--- src/rtl/assert_macros.svh ---
`ifndef ASSERT_MACROS_SVH
`define ASSERT_MACROS_SVH

// Assertion checked on i_clk, inactive while i_rst_n is low
`define SIT_ASSERT(lbl, prop, msg) \
    lbl: assert property (@(posedge i_clk) disable iff (!i_rst_n) prop) else $error(msg);

// Assertion checked on i_clk, also during reset
`define SIT_ASSERT_ALWAYS(lbl, prop, msg) \
    lbl: assert property (@(posedge i_clk) prop) else $error(msg);

`endif

--- src/rtl/sit_pkg.sv ---
`default_nettype none

package sit_pkg;

    // Field widths
    localparam int CYC_W  = 16;
    localparam int CPL_W  = 12;
    localparam int BYTE_W = 8;
    localparam int VEC_W  = 11;

    // Divider: one quotient bit per step
    localparam int DIV_STEPS = CYC_W;
    localparam int CNT_W     = $clog2(DIV_STEPS);

    // Line constants
    localparam logic [BYTE_W-1:0] FRAME_LINE = 8'd144;
    localparam logic [BYTE_W-1:0] LAST_LINE  = 8'd158;
    localparam logic [CPL_W-1:0]  CPL_RESET  = 12'd256;

    // Interrupt enable bit positions
    localparam int EN_MATCH   = 4;
    localparam int EN_VBL_END = 5;
    localparam int EN_VBL     = 6;
    localparam int EN_TIMER   = 7;

    // Vector offsets
    localparam logic [BYTE_W:0] VEC_MATCH   = 9'd4;
    localparam logic [BYTE_W:0] VEC_VBL_END = 9'd5;
    localparam logic [BYTE_W:0] VEC_VBL     = 9'd6;
    localparam logic [BYTE_W:0] VEC_TIMER   = 9'd7;

    typedef enum logic [1:0] {
        S_IDLE,
        S_DIV,
        S_FIN
    } t_state;

    // Controller to datapath
    typedef struct packed {
        logic load;
        logic step;
        logic commit;
    } t_cmd;

    // Datapath to controller
    typedef struct packed {
        logic div_last;
    } t_status;

    // (base + k) * 4, truncated to the vector width
    function automatic logic [VEC_W-1:0] vec_of(input logic [BYTE_W-1:0] base,
                                                input logic [BYTE_W:0] k);
        logic [BYTE_W:0] sum;
        sum = {1'b0, base} + k;
        return {sum, 2'b00};
    endfunction

endpackage

`default_nettype wire

--- src/rtl/sit_if.sv ---
`default_nettype none

// Line step input channel
interface sit_in_if import sit_pkg::*; ();
    logic              valid;
    logic              ready;
    logic [CYC_W-1:0]  cpu_cycles;
    logic [BYTE_W-1:0] int_enable;
    logic [BYTE_W-1:0] vector_base;
    logic [BYTE_W-1:0] timer_reload;
    logic [BYTE_W-1:0] line_compare;

    modport source (output valid, cpu_cycles, int_enable, vector_base, timer_reload,
                    line_compare, input ready);
    modport sink   (input valid, cpu_cycles, int_enable, vector_base, timer_reload,
                    line_compare, output ready);
endinterface

// Result output channel
interface sit_out_if import sit_pkg::*; ();
    logic              valid;
    logic              ready;
    logic [BYTE_W-1:0] current_line;
    logic              frame_done;
    logic [CYC_W-1:0]  lines_advanced;
    logic              vblank_end_fire;
    logic              vblank_fire;
    logic              timer_fire;
    logic              line_match_fire;
    logic [VEC_W-1:0]  vblank_end_vector;
    logic [VEC_W-1:0]  vblank_vector;
    logic [VEC_W-1:0]  timer_vector;
    logic [VEC_W-1:0]  line_match_vector;

    modport source (output valid, current_line, frame_done, lines_advanced,
                    vblank_end_fire, vblank_fire, timer_fire, line_match_fire,
                    vblank_end_vector, vblank_vector, timer_vector, line_match_vector,
                    input ready);
    modport sink   (input valid, current_line, frame_done, lines_advanced,
                    vblank_end_fire, vblank_fire, timer_fire, line_match_fire,
                    vblank_end_vector, vblank_vector, timer_vector, line_match_vector,
                    output ready);
endinterface

// Configuration write channel (cycles_per_line)
interface sit_cfg_if import sit_pkg::*; ();
    logic             valid;
    logic             ready;
    logic [CPL_W-1:0] data;

    modport source (output valid, data, input ready);
    modport sink   (input valid, data, output ready);
endinterface

`default_nettype wire

--- src/rtl/sit_ctrl.sv ---
`default_nettype none

`include "assert_macros.svh"

module sit_ctrl import sit_pkg::*; (
    input  wire logic    i_clk,
    input  wire logic    i_rst_n,
    input  wire logic    i_in_valid,
    output logic         o_in_ready,
    output logic         o_out_valid,
    input  wire logic    i_out_ready,
    output t_cmd         o_cmd,
    input  wire t_status i_status
);

    t_state r_state, n_state;
    logic   r_out_valid, n_out_valid;
    logic   out_free;

    // Output register can take a new result
    assign out_free = !r_out_valid || i_out_ready;

    // Next state
    always_comb begin
        n_state = r_state;
        case (r_state)
            S_IDLE: begin
                if (i_in_valid) n_state = S_DIV;
            end
            S_DIV: begin
                if (i_status.div_last) n_state = S_FIN;
            end
            S_FIN: begin
                if (out_free) n_state = S_IDLE;
            end
            default: n_state = S_IDLE;
        endcase
    end

    // Outputs
    always_comb begin
        o_in_ready = 1'b0;
        o_cmd      = '0;
        case (r_state)
            S_IDLE: begin
                o_in_ready = 1'b1;
                o_cmd.load = i_in_valid;
            end
            S_DIV: begin
                o_cmd.step = 1'b1;
            end
            S_FIN: begin
                o_cmd.commit = out_free;
            end
            default: begin
                o_in_ready = 1'b0;
            end
        endcase
    end

    // Result valid flag
    always_comb begin
        n_out_valid = r_out_valid;
        if (o_cmd.commit) begin
            n_out_valid = 1'b1;
        end else if (i_out_ready) begin
            n_out_valid = 1'b0;
        end
    end

    always_ff @(posedge i_clk) begin
        if (!i_rst_n) begin
            r_state     <= S_IDLE;
            r_out_valid <= 1'b0;
        end else begin
            r_state     <= n_state;
            r_out_valid <= n_out_valid;
        end
    end

    assign o_out_valid = r_out_valid;

    `SIT_ASSERT(a_accept_starts_div, (i_in_valid && o_in_ready) |=> (r_state == S_DIV),
        "accepted transaction did not start the divider")
    `SIT_ASSERT(a_last_step_to_fin, (r_state == S_DIV && i_status.div_last) |=> (r_state == S_FIN),
        "divider finished without moving to finish state")
    `SIT_ASSERT(a_commit_sets_valid, o_cmd.commit |=> r_out_valid,
        "committed result not presented")

endmodule

`default_nettype wire

--- src/rtl/sit_datapath.sv ---
`default_nettype none

`include "assert_macros.svh"

module sit_datapath import sit_pkg::*; (
    input  wire logic        i_clk,
    input  wire logic        i_rst_n,
    input  wire t_cmd        i_cmd,
    output t_status          o_status,
    // configuration
    input  wire logic              i_cfg_we,
    input  wire logic [CPL_W-1:0]  i_cfg_data,
    // line step fields
    input  wire logic [CYC_W-1:0]  i_cpu_cycles,
    input  wire logic [BYTE_W-1:0] i_int_enable,
    input  wire logic [BYTE_W-1:0] i_vector_base,
    input  wire logic [BYTE_W-1:0] i_timer_reload,
    input  wire logic [BYTE_W-1:0] i_line_compare,
    // result fields
    output logic [BYTE_W-1:0] o_current_line,
    output logic              o_frame_done,
    output logic [CYC_W-1:0]  o_lines_advanced,
    output logic              o_vblank_end_fire,
    output logic              o_vblank_fire,
    output logic              o_timer_fire,
    output logic              o_line_match_fire,
    output logic [VEC_W-1:0]  o_vblank_end_vector,
    output logic [VEC_W-1:0]  o_vblank_vector,
    output logic [VEC_W-1:0]  o_timer_vector,
    output logic [VEC_W-1:0]  o_line_match_vector
);

    // Configuration and state
    logic [CPL_W-1:0]  r_cpl;
    logic [BYTE_W-1:0] r_lc, n_lc;
    logic [BYTE_W-1:0] r_tc, n_tc;

    // Latched transaction
    logic [CPL_W-1:0]  r_cpl_eff;
    logic [CYC_W-1:0]  r_cycles;
    logic [BYTE_W-1:0] r_en, r_base, r_reload, r_cmp;

    // Divider
    logic [CNT_W-1:0]  r_cnt;
    logic [CPL_W-1:0]  r_rem, n_rem;
    logic [CYC_W-1:0]  r_quo, n_quo;
    logic [CPL_W:0]    rem_sh;
    logic              ge;

    // Finish logic
    logic [CYC_W-1:0]  lines;
    logic [BYTE_W-1:0] d8;
    logic [BYTE_W:0]   frame_gap;
    logic [BYTE_W-1:0] line_sum;
    logic [BYTE_W-1:0] line_new;
    logic              frame, vbl_end, tmr, match;
    logic [BYTE_W-1:0] t_ld;

    // Register write
    always_ff @(posedge i_clk) begin
        if (!i_rst_n) begin
            r_cpl <= CPL_RESET;
        end else if (i_cfg_we) begin
            r_cpl <= i_cfg_data;
        end
    end

    // Restoring divide step
    always_comb begin
        rem_sh = {r_rem, r_quo[CYC_W-1]};
        ge     = rem_sh >= {1'b0, r_cpl_eff};
        n_rem  = ge ? CPL_W'(rem_sh - {1'b0, r_cpl_eff}) : rem_sh[CPL_W-1:0];
        n_quo  = {r_quo[CYC_W-2:0], ge};
    end

    assign o_status.div_last = (r_cnt == CNT_W'(DIV_STEPS - 1));

    // Transaction latch and divider registers
    always_ff @(posedge i_clk) begin
        if (i_cmd.load) begin
            r_cpl_eff <= (r_cpl == '0) ? CPL_W'(1) : r_cpl;
            r_cycles  <= i_cpu_cycles;
            r_en      <= i_int_enable;
            r_base    <= i_vector_base;
            r_reload  <= i_timer_reload;
            r_cmp     <= i_line_compare;
            r_rem     <= '0;
            r_quo     <= i_cpu_cycles;
        end else if (i_cmd.step) begin
            r_rem <= n_rem;
            r_quo <= n_quo;
        end
    end

    // Step counter
    always_ff @(posedge i_clk) begin
        if (!i_rst_n) begin
            r_cnt <= '0;
        end else if (i_cmd.load) begin
            r_cnt <= '0;
        end else if (i_cmd.step) begin
            r_cnt <= r_cnt + CNT_W'(1);
        end
    end

    // Line advance, frame, vblank, timer and match
    always_comb begin
        lines     = (r_cycles >= {3'b000, r_cpl_eff, 1'b0}) ? r_quo : CYC_W'(1);
        d8        = (FRAME_LINE - BYTE_W'(1)) - r_lc;
        frame_gap = {1'b0, d8} + 9'd1;
        frame     = lines >= {{(CYC_W-BYTE_W-1){1'b0}}, frame_gap};
        line_sum  = r_lc + lines[BYTE_W-1:0];
        vbl_end   = 1'b0;
        line_new  = line_sum;
        if (line_sum > LAST_LINE) begin
            line_new = '0;
            vbl_end  = r_en[EN_VBL_END];
        end
        n_lc = line_new;
        // line timer
        n_tc = r_tc;
        tmr  = 1'b0;
        t_ld = (r_tc == '0) ? r_reload : r_tc;
        if (r_reload != '0 && r_en[EN_TIMER]) begin
            n_tc = t_ld - BYTE_W'(1);
            tmr  = (n_tc == '0);
        end
        match = (line_new == r_cmp) && r_en[EN_MATCH];
    end

    // Line state
    always_ff @(posedge i_clk) begin
        if (!i_rst_n) begin
            r_lc <= '0;
            r_tc <= '0;
        end else if (i_cmd.commit) begin
            r_lc <= n_lc;
            r_tc <= n_tc;
        end
    end

    // Result register
    always_ff @(posedge i_clk) begin
        if (i_cmd.commit) begin
            o_current_line      <= line_new;
            o_frame_done        <= frame;
            o_lines_advanced    <= lines;
            o_vblank_end_fire   <= vbl_end;
            o_vblank_fire       <= frame && r_en[EN_VBL];
            o_timer_fire        <= tmr;
            o_line_match_fire   <= match;
            o_vblank_end_vector <= vec_of(r_base, VEC_VBL_END);
            o_vblank_vector     <= vec_of(r_base, VEC_VBL);
            o_timer_vector      <= vec_of(r_base, VEC_TIMER);
            o_line_match_vector <= vec_of(r_base, VEC_MATCH);
        end
    end

    `SIT_ASSERT(a_load_clears_cnt, i_cmd.load |=> (r_cnt == '0),
        "step counter not cleared on load")
    `SIT_ASSERT(a_cpl_nonzero, $past(i_cmd.load) |-> (r_cpl_eff != '0),
        "divisor latched as zero")

endmodule

`default_nettype wire

--- src/rtl/scanline_interrupt_timer_top.sv ---
// A line step accepted in S_IDLE is latched, then divided in S_DIV by the 16-step shift-subtract
// divider, then committed to the result register in S_FIN once the output register is free.
// A new line step is accepted only after that commit; the next step is taken while a result waits.
// Reset (synchronous, active low): line counter and line timer to 0,
// cycles_per_line to 256, no result pending.
`default_nettype none

module scanline_interrupt_timer_top import sit_pkg::*; (
    input  wire logic i_clk,
    input  wire logic i_rst_n,
    sit_in_if.sink    i_in_ch,
    sit_out_if.source o_out_ch,
    sit_cfg_if.sink  i_cfg_ch
);

    t_cmd    cmd;
    t_status status;

    // Configuration is always writable
    assign i_cfg_ch.ready = 1'b1;

    sit_ctrl u_ctrl (
        .i_clk       (i_clk),
        .i_rst_n     (i_rst_n),
        .i_in_valid  (i_in_ch.valid),
        .o_in_ready  (i_in_ch.ready),
        .o_out_valid (o_out_ch.valid),
        .i_out_ready (o_out_ch.ready),
        .o_cmd       (cmd),
        .i_status    (status)
    );

    sit_datapath u_datapath (
        .i_clk               (i_clk),
        .i_rst_n             (i_rst_n),
        .i_cmd               (cmd),
        .o_status            (status),
        .i_cfg_we            (i_cfg_ch.valid),
        .i_cfg_data          (i_cfg_ch.data),
        .i_cpu_cycles        (i_in_ch.cpu_cycles),
        .i_int_enable        (i_in_ch.int_enable),
        .i_vector_base       (i_in_ch.vector_base),
        .i_timer_reload      (i_in_ch.timer_reload),
        .i_line_compare      (i_in_ch.line_compare),
        .o_current_line      (o_out_ch.current_line),
        .o_frame_done        (o_out_ch.frame_done),
        .o_lines_advanced    (o_out_ch.lines_advanced),
        .o_vblank_end_fire   (o_out_ch.vblank_end_fire),
        .o_vblank_fire       (o_out_ch.vblank_fire),
        .o_timer_fire        (o_out_ch.timer_fire),
        .o_line_match_fire   (o_out_ch.line_match_fire),
        .o_vblank_end_vector (o_out_ch.vblank_end_vector),
        .o_vblank_vector     (o_out_ch.vblank_vector),
        .o_timer_vector      (o_out_ch.timer_vector),
        .o_line_match_vector (o_out_ch.line_match_vector)
    );

endmodule

`default_nettype wire
--- src/flat_wrapper.sv ---
// flat-port wrapper written by rule: the top's interface ports become plain ports
module scanline_interrupt_timer_top_flat import sit_pkg::*;
  (i_clk, i_rst_n, i_in_ch_valid, i_in_ch_cpu_cycles, i_in_ch_int_enable, i_in_ch_vector_base, i_in_ch_timer_reload, i_in_ch_line_compare, i_in_ch_ready, o_out_ch_valid, o_out_ch_current_line, o_out_ch_frame_done, o_out_ch_lines_advanced, o_out_ch_vblank_end_fire, o_out_ch_vblank_fire, o_out_ch_timer_fire, o_out_ch_line_match_fire, o_out_ch_vblank_end_vector, o_out_ch_vblank_vector, o_out_ch_timer_vector, o_out_ch_line_match_vector, o_out_ch_ready, i_cfg_ch_valid, i_cfg_ch_data, i_cfg_ch_ready);
  sit_in_if i_in_ch_i ();
  sit_out_if o_out_ch_i ();
  sit_cfg_if i_cfg_ch_i ();
  input  wire logic i_clk;
  input  wire logic i_rst_n;
  input wire logic [$bits(i_in_ch_i.valid)-1:0] i_in_ch_valid;
  input wire logic [$bits(i_in_ch_i.cpu_cycles)-1:0] i_in_ch_cpu_cycles;
  input wire logic [$bits(i_in_ch_i.int_enable)-1:0] i_in_ch_int_enable;
  input wire logic [$bits(i_in_ch_i.vector_base)-1:0] i_in_ch_vector_base;
  input wire logic [$bits(i_in_ch_i.timer_reload)-1:0] i_in_ch_timer_reload;
  input wire logic [$bits(i_in_ch_i.line_compare)-1:0] i_in_ch_line_compare;
  output wire logic [$bits(i_in_ch_i.ready)-1:0] i_in_ch_ready;
  output wire logic [$bits(o_out_ch_i.valid)-1:0] o_out_ch_valid;
  output wire logic [$bits(o_out_ch_i.current_line)-1:0] o_out_ch_current_line;
  output wire logic [$bits(o_out_ch_i.frame_done)-1:0] o_out_ch_frame_done;
  output wire logic [$bits(o_out_ch_i.lines_advanced)-1:0] o_out_ch_lines_advanced;
  output wire logic [$bits(o_out_ch_i.vblank_end_fire)-1:0] o_out_ch_vblank_end_fire;
  output wire logic [$bits(o_out_ch_i.vblank_fire)-1:0] o_out_ch_vblank_fire;
  output wire logic [$bits(o_out_ch_i.timer_fire)-1:0] o_out_ch_timer_fire;
  output wire logic [$bits(o_out_ch_i.line_match_fire)-1:0] o_out_ch_line_match_fire;
  output wire logic [$bits(o_out_ch_i.vblank_end_vector)-1:0] o_out_ch_vblank_end_vector;
  output wire logic [$bits(o_out_ch_i.vblank_vector)-1:0] o_out_ch_vblank_vector;
  output wire logic [$bits(o_out_ch_i.timer_vector)-1:0] o_out_ch_timer_vector;
  output wire logic [$bits(o_out_ch_i.line_match_vector)-1:0] o_out_ch_line_match_vector;
  input wire logic [$bits(o_out_ch_i.ready)-1:0] o_out_ch_ready;
  input wire logic [$bits(i_cfg_ch_i.valid)-1:0] i_cfg_ch_valid;
  input wire logic [$bits(i_cfg_ch_i.data)-1:0] i_cfg_ch_data;
  output wire logic [$bits(i_cfg_ch_i.ready)-1:0] i_cfg_ch_ready;
  assign i_in_ch_i.valid = i_in_ch_valid;
  assign i_in_ch_i.cpu_cycles = i_in_ch_cpu_cycles;
  assign i_in_ch_i.int_enable = i_in_ch_int_enable;
  assign i_in_ch_i.vector_base = i_in_ch_vector_base;
  assign i_in_ch_i.timer_reload = i_in_ch_timer_reload;
  assign i_in_ch_i.line_compare = i_in_ch_line_compare;
  assign i_in_ch_ready = i_in_ch_i.ready;
  assign o_out_ch_valid = o_out_ch_i.valid;
  assign o_out_ch_current_line = o_out_ch_i.current_line;
  assign o_out_ch_frame_done = o_out_ch_i.frame_done;
  assign o_out_ch_lines_advanced = o_out_ch_i.lines_advanced;
  assign o_out_ch_vblank_end_fire = o_out_ch_i.vblank_end_fire;
  assign o_out_ch_vblank_fire = o_out_ch_i.vblank_fire;
  assign o_out_ch_timer_fire = o_out_ch_i.timer_fire;
  assign o_out_ch_line_match_fire = o_out_ch_i.line_match_fire;
  assign o_out_ch_vblank_end_vector = o_out_ch_i.vblank_end_vector;
  assign o_out_ch_vblank_vector = o_out_ch_i.vblank_vector;
  assign o_out_ch_timer_vector = o_out_ch_i.timer_vector;
  assign o_out_ch_line_match_vector = o_out_ch_i.line_match_vector;
  assign o_out_ch_i.ready = o_out_ch_ready;
  assign i_cfg_ch_i.valid = i_cfg_ch_valid;
  assign i_cfg_ch_i.data = i_cfg_ch_data;
  assign i_cfg_ch_ready = i_cfg_ch_i.ready;
  scanline_interrupt_timer_top u_core (.i_clk(i_clk), .i_rst_n(i_rst_n), .i_in_ch(i_in_ch_i), .o_out_ch(o_out_ch_i), .i_cfg_ch(i_cfg_ch_i));
endmodule
--- config.mk ---
export PLATFORM = sky130hd
export DESIGN_NAME = scanline_interrupt_timer_top_flat
export DESIGN_NICKNAME = d
export VERILOG_FILES = /design/src/rtl/sit_pkg.sv /design/src/rtl/sit_if.sv /design/src/rtl/sit_ctrl.sv /design/src/rtl/sit_datapath.sv /design/src/rtl/scanline_interrupt_timer_top.sv /design/src/flat_wrapper.sv
export VERILOG_INCLUDE_DIRS = /design/src /design/src/rtl
export SDC_FILE = /design/constraint.sdc
export NUM_CORES = 1
export LEC_CHECK = 0
export BUFFER_PORTS_ARGS = -buffer_cell sky130_fd_sc_hd__buf_2
export CORE_UTILIZATION = 50
export CTS_CLUSTER_DIAMETER = 80
export CTS_CLUSTER_SIZE = 12
export DETAILED_ROUTE_END_ITERATION = 16
export GPL_TIMING_DRIVEN = 0
export PLACE_DENSITY = 0.75
export SYNTH_ARGS = -nofsm -noshare
export SYNTH_HDL_FRONTEND = slang
export SYNTH_SLANG_ARGS = --single-unit
export TNS_END_PERCENT = 20
--- constraint.sdc ---
create_clock -name i_clk -period 8.8 [get_ports i_clk]
set_clock_uncertainty 0.05 [all_clocks]
set_input_delay 1.32 -clock i_clk [delete_from_list [all_inputs] [get_ports i_clk]]
set_output_delay 1.32 -clock i_clk [all_outputs]
set_load 0.005 [all_outputs]
### After elaboration in Yosys (flattened, before gate mapping)

Index checks and enable logic that the tools add are counted.

* flip-flop bits (word level): 188
* output and inout bits: 76
* word-level logic and storage cells: 78

* add/subtract/negate cells: 10
* $lt $le $gt $ge: 4
* equality and inequality tests: 7
* muxes and demuxes: 16
* bitwise gates (word level): 1
* reduce and logical (&&, ||, !) cells: 15

Operators by type and width (count)
* 2-to-1 mux 16 bit: 3
* adder 8 x 3 -> 9 bit (second input constant): 4
* greater-or-equal comparator 16 x 13 -> 1 bit: 1
* greater-or-equal comparator 16 x 9 -> 1 bit: 1
* zero test 8 bit: 2
* 2-to-1 mux 8 bit: 2
* greater-or-equal comparator 13 x 12 -> 1 bit: 1
* zero test 12 bit: 1
* 2-to-1 mux 12 bit: 1
* subtractor 12 bit: 1
* adder 8 x 1 -> 9 bit (second input constant): 1
* adder 8 bit: 1
* equality test 8 bit: 1
* greater-than comparator 8 bit (second input constant): 1
* nonzero test 8 bit: 1
* subtractor 8 x 1 -> 8 bit (second input constant): 1
* subtractor 8 bit (first input constant): 1
* 2-to-1 mux 1 bit: 6
* 2-to-1 mux 2 bit: 3
* case mux 2 bit (3 select lines): 1
* adder 4 x 1 -> 4 bit (second input constant): 1
* equality test 4 bit (second input constant): 1
* inequality test 2 bit (second input constant): 2
* nonzero test 2 bit: 2
* other kinds (11): 13

### Logic depth before layout (Yosys ltp)

* depth in word-level cells: 7
* depth in mapped cells: 20

### By module

Synthesis repeated with hierarchy kept, for this count alone.

* cell total of the unflattened synthesis: 774
* area total of the unflattened synthesis: 9082.5 µm²

Modules (own cells, without submodules)
* sit_datapath: instances 1, cells an instance 754, area each 8907.3 µm², seq. area each 4934.7 µm²
* sit_ctrl: instances 1, cells an instance 18, area each 163.9 µm², seq. area each 60.1 µm²
* scanline_interrupt_timer_top: instances 1, cells an instance 2, area each 11.3 µm², seq. area each 0.0 µm²

### Least setup slack after synthesis

OpenSTA, ideal clock, no wires.

* kind: reg2reg
* start point: reg u_core.u_datapath.r_cycles[12]
* end point: reg u_core.u_datapath.o_line_match_fire, data pin
* library setup time: 0.170 ns
* data arrival time: 4.350 ns
* slack: 4.230 ns
* cell stages (with the launch flop): 18
* period minus slack after synthesis: 4.570 ns
* path through: edfxtp_1 ha_1 nand4_1 nor4_4 nand2_2 nand3_2 clkbuf_1 nand2b_1 ha_1 fa_1 o211ai_1 nor3_1 o41ai_1 nand4bb_1 o311ai_4 nand2b_1 o2111ai_1 nor4_2

* longest elaborated chain between the ends: 7

Ends and longest elaborated chain
* start: declaration: line sit_datapath.sv:40 `logic [CYC_W-1:0] r_cycles;`
* start signal: assignment: line sit_datapath.sv:82 `r_cycles <= i_cpu_cycles;`
* greater-or-equal comparator 16 x 13 -> 1 bit (*): line sit_datapath.sv:108 `lines = (r_cycles >= {3'b000, r_cpl_eff, 1'b0}) ? r_quo : CYC_W'(1);`
* 2-to-1 mux 16 bit (*): line sit_datapath.sv:108
* named net u_core.u_datapath.lines[0]: line sit_datapath.sv:51 `logic [CYC_W-1:0] lines;`
* adder 8 bit (*): line sit_datapath.sv:112 `line_sum = r_lc + lines[BYTE_W-1:0];`
* greater-than comparator 8 bit: line sit_datapath.sv:115 `if (line_sum > LAST_LINE) begin`
* 2-to-1 mux 8 bit (*): line sit_datapath.sv:115
* equality test 8 bit (*): line sit_datapath.sv:128 `match = (line_new == r_cmp) && r_en[EN_MATCH];`
* logical AND 1 bit (*): line sit_datapath.sv:128
* named net u_core.u_datapath.match: line sit_datapath.sv:56 `logic frame, vbl_end, tmr, match;`
* end signal: assignment: line sit_datapath.sv:151 `o_line_match_fire <= match;`
* end: declaration: line sit_datapath.sv:26 `output logic o_line_match_fire,`

Mark *: on every way through the listed nets, which the timed path passes. The rest lies on a longest branch.
A chain may end at the register's enable or synchronous reset.

### Worst setup path in the final report

* start point: reg u_core.u_datapath.r_cpl_eff[11]
* end point: reg u_core.u_datapath.o_line_match_fire, data pin

* longest elaborated chain between the ends: 7

Ends and longest elaborated chain
* start: declaration: line sit_datapath.sv:39 `logic [CPL_W-1:0] r_cpl_eff;`
* start signal: assignment: line sit_datapath.sv:81 `r_cpl_eff <= (r_cpl == '0) ? CPL_W'(1) : r_cpl;`
* greater-or-equal comparator 16 x 13 -> 1 bit (*): line sit_datapath.sv:108
* 2-to-1 mux 16 bit (*): line sit_datapath.sv:108
* named net u_core.u_datapath.lines[0]: line sit_datapath.sv:51
* adder 8 bit (*): line sit_datapath.sv:112
* greater-than comparator 8 bit: line sit_datapath.sv:115
* 2-to-1 mux 8 bit (*): line sit_datapath.sv:115
* equality test 8 bit (*): line sit_datapath.sv:128
* logical AND 1 bit (*): line sit_datapath.sv:128
* named net u_core.u_datapath.match: line sit_datapath.sv:56

Marked as above.

==> impl_metrics.tcl <==
set metrics [dict create \
    syn_inst 788 \
    hold_buffers 0 \
    place.gp.congestion 0.872 \
    fin_ws_ps 3100 \
    fin_crit_ps 5700 \
    synth_top_family_by_area "simple AND/OR/NAND/NOR gates" \
    synth-xor-area-share_pct 4.69 \
    syn_area_per_cell_um2 11.6 \
    fp.dieW_um 137 \
    synthArstFlopShare_pct 0 \
    synthSimpleGateAreaFrac_pct 14.2 \
    n_antenna_cell 0 \
    critPathLaunchType "flop" \
    finalSetupViolCount 0 \
    ir_worst_vdd_uv 153 \
    drt_first_pass_iters 5 \
    setup_tns_ps 0 \
    required_ps 9020 \
    synth_warnings 0 \
    synthAdderAreaFrac_pct 7.50 \
    cts_buffer_depth 2 \
    ctsResizeCount 0 \
    grt_util_all_layers_pct 21.2 \
    clk_latency_ps 440 \
    drc 0 \
    cts_buffers 17 \
    crit_path_cell_trace "inv_1 -> ha_1 -> nand4_1 -> nor4_4 -> nand2_2 -> nand3_2 -> clkbuf_1 -> nand2b_1 -> ha_1 -> fa_1 -> o211ai_1 -> nor3_1 -> o41ai_1 -> nand4bb_1 -> o311ai_4 -> nand2b_1 -> o2111ai_1 -> nor4_2" \
    core_mm2 0.0180 \
    synth-edff-count 135 \
    slew_headroom_pct 54.3 \
    path_max_fanout 10 \
    maxCapViolCount 0 \
    min_period_over_period_pct 64.7 \
    vias 6481 \
    hpwl_um 14000 \
    p_per_area_mw_per_mm2 211 \
    final-hold-violation-count 0 \
    io_pins 141 \
    status "finished clean" \
    root_buffer "clkbuf_16" \
    drt_iter0_markers 383 \
    post_cts_buffers 0 \
    placedCellCount 1153 \
    final_cells 1185 \
    worstMarginPinSlew_ps 685 \
    synth.yosys.seq_area_share_pct 54.6 \
    die_area_mm2 0.0189 \
    routedWlPerCell_um 16.2 \
    cp.arrival_ps 5920 \
    pre_cts_slack_ps 3240 \
    via_per_inst 5.47 \
    synth_mux_area_share_pct 3.39 \
    slowest_stage "o311ai_4" \
    rows 49 \
    finalMaxSlewViolations 0 \
    worstHoldPathType "reg2reg" \
    timing.fmax_mhz 176 \
    critPathMaxStageDelay_ps 540 \
    synth_ff_type "edfxtp_1" \
    port_buffers 127 \
    cts.clk_slew.worst_paths_ps 70 \
    grt_pass1_wl_um 30200 \
    antenna_found_initial 1 \
    synth_compound_area_share_pct 11.3 \
    yosysUniqueCellTypes 79 \
    nNetsFinal 1060 \
    worstSetupEndpointType "flop" \
    cp-startpoint "u_core.u_datapath.r_cpl_eff[11]$_SDFFCE_PN0P_" \
    crit_family "simple AND/OR/NAND/NOR gates" \
    grt_overflow_total 0 \
    cp.buffers_inverters 2 \
    p_leak_nw 4.32 \
    hp-start "u_core.u_datapath.r_cnt[1]$_SDFFE_PP0P_" \
    synth_area_mm2 0.00916 \
    cts.sinks 182 \
    cts_max_level 4 \
    areaGrowthSynthToFinish_pct 17.4 \
    path_class "reg2reg" \
    cts_tree "built" \
    drive_gt1_share_pct 22.5 \
    rsz0062_at_grt "false" \
    routed_wl_um 19200 \
    nFillCells 1434 \
    rr_startpoint "u_core.u_datapath.r_cpl_eff[11]$_SDFFCE_PN0P_" \
    initial_utilization_pct 51.0 \
    drtAntennaViolNets 0 \
    die_h_um 137 \
    grt_pass1_vias 6091 \
    ys_ff_latch 182 \
    grt_max_degree 48 \
]
[power by group]
group	leakage (nW)	switching (mW)	internal (mW)
Sequential	1.65	0.0405	0.992
Combinational	2.38	0.257	0.197
Clock	0.292	0.375	0.410
Total	4.32	0.673	1.60
[metal layers]
layer	wire [um]	global-route usage, %
met3	945	4.78
met5	14	0
met4	501	9.46
met2	9100	33.7
met1	8680	27.8
[final cells by class]
type                    instances  area [um^2]  share of cell area (%)
clock buffers                  17          425                    3.96
clock inverters                15          178                    1.65
multi-input cells             522         3800                    35.3
repair buffers                129          676                    6.29
flip-flops and latches        182         4990                    46.5
inverters                      40          150                    1.40
plain buffers                  51          243                    2.26
well taps                     229          287                    2.67
[cells by family (layout without fill, tap and decap cells)]
family	after synthesis	in the layout
compound gates	137	137
xor+xnor	46	46
fa+ha+maj	54	54
buf+inv	91	252
flops	182	182
mux	29	29
other cells	2	9
simple gates	247	247
[worst min-delay path, stage by stage, from the launching register on]
cell and delay [ps]:
dfxtp_1 320, nand2_1 50, a21oi_1 50
[flip-flops by register name, indices dropped and copies added (netlist names), 2 cells and up]
signal	flops
u_core.u_ctrl.r_state	2
u_core.u_datapath.o_current_line	8
u_core.u_datapath.o_line_match_vector	9
u_core.u_datapath.o_lines_advanced	16
u_core.u_datapath.o_timer_vector	9
u_core.u_datapath.o_vblank_end_vector	8
u_core.u_datapath.o_vblank_vector	8
u_core.u_datapath.r_base	8
u_core.u_datapath.r_cmp	8
u_core.u_datapath.r_cnt	4
u_core.u_datapath.r_cpl	12
u_core.u_datapath.r_cpl_eff	12
u_core.u_datapath.r_cycles	16
u_core.u_datapath.r_en	4
u_core.u_datapath.r_lc	8
u_core.u_datapath.r_quo	16
u_core.u_datapath.r_reload	8
u_core.u_datapath.r_rem	12
u_core.u_datapath.r_tc	8
[final timing paths]
check,slack [ps],cells after the start,end
worst max-delay path,3100,18,u_core.u_datapath.o_line_match_fire$_DFFE_PP_
worst min-delay path,430,2,u_core.u_datapath.r_cnt[1]$_SDFFE_PP0P_
worst max register to register,3100,18,u_core.u_datapath.o_line_match_fire$_DFFE_PP_
worst min register to register,430,2,u_core.u_datapath.r_cnt[1]$_SDFFE_PP0P_
[synthesized netlist by cell type, types with 3 or more instances]
cell type / count / share of area [%]
edfxtp_1: 135 / 44
nand2_1: 54 / 2.2
nor2_1: 53 / 2.2
ha_1: 50 / 6.8
dfxtp_1: 47 / 10
inv_1: 39 / 1.6
clkbuf_1: 34 / 1.4
a21oi_1: 30 / 1.6
o21ai_0: 25 / 1.4
nor2b_1: 24 / 1.6
xor2_1: 24 / 2.3
and2_1: 20 / 1.4
nor3_1: 20 / 1.1
xnor2_1: 20 / 1.9
mux2_2: 16 / 2.0
mux2i_1: 13 / 1.4
nand2b_1: 13 / 0.89
nand3_1: 13 / 0.71
buf_4: 11 / 0.90
a21o_1: 10 / 0.82
nand4_1: 8 / 0.55
a21boi_0: 7 / 0.57
a221o_1: 7 / 0.77
and3_1: 7 / 0.48
nor4_1: 7 / 0.48
o211ai_1: 6 / 0.49
o31ai_1: 6 / 0.49
or3_1: 6 / 0.41
a211oi_1: 5 / 0.41
buf_1: 4 / 0.16
nand3b_1: 4 / 0.33
o211a_1: 4 / 0.44
or2_2: 4 / 0.27
a31o_2: 3 / 0.29
a31oi_1: 3 / 0.20
a31oi_4: 3 / 0.70
o22ai_1: 3 / 0.20
[per-stage QoR]
step                util, %  instance area (um^2)  power [mW]  hold WS (ps)
detailed placement     56.5                 10100        1.50           425
global route           59.8                 10700        2.37           462
floorplan                 -                  9180        1.38           404
global placement       56.3                 10100        1.49           415
finish                 59.8                 10700        2.27           429
CTS                    59.8                 10700        2.28           435
[placed cells by master, fill, tap and decap left out, drive strengths merged, types with 6 or more instances in the layout]
cell type | Yosys | final
edfxtp | 135 | 135
dfxtp | 47 | 47
o31ai | 6 | 6
conb | 2 | 9
a21oi | 31 | 31
nand2b | 13 | 13
or3 | 6 | 6
nor4 | 9 | 9
nand4 | 8 | 8
and3 | 7 | 7
nand3 | 14 | 14
clkbuf | 34 | 51
nand2 | 55 | 55
inv | 39 | 49
and2 | 21 | 21
nor3 | 20 | 20
xnor2 | 21 | 21
a221o | 7 | 7
o21ai | 25 | 25
o211ai | 7 | 7
mux2 | 16 | 16
mux2i | 13 | 13
a21o | 10 | 10
a211oi | 6 | 6
a31oi | 6 | 6
ha | 50 | 50
buf | 17 | 146
a21boi | 8 | 8
nor2b | 24 | 24
xor2 | 25 | 25
nor2 | 53 | 53
Power figures use the tool's default switching activity.
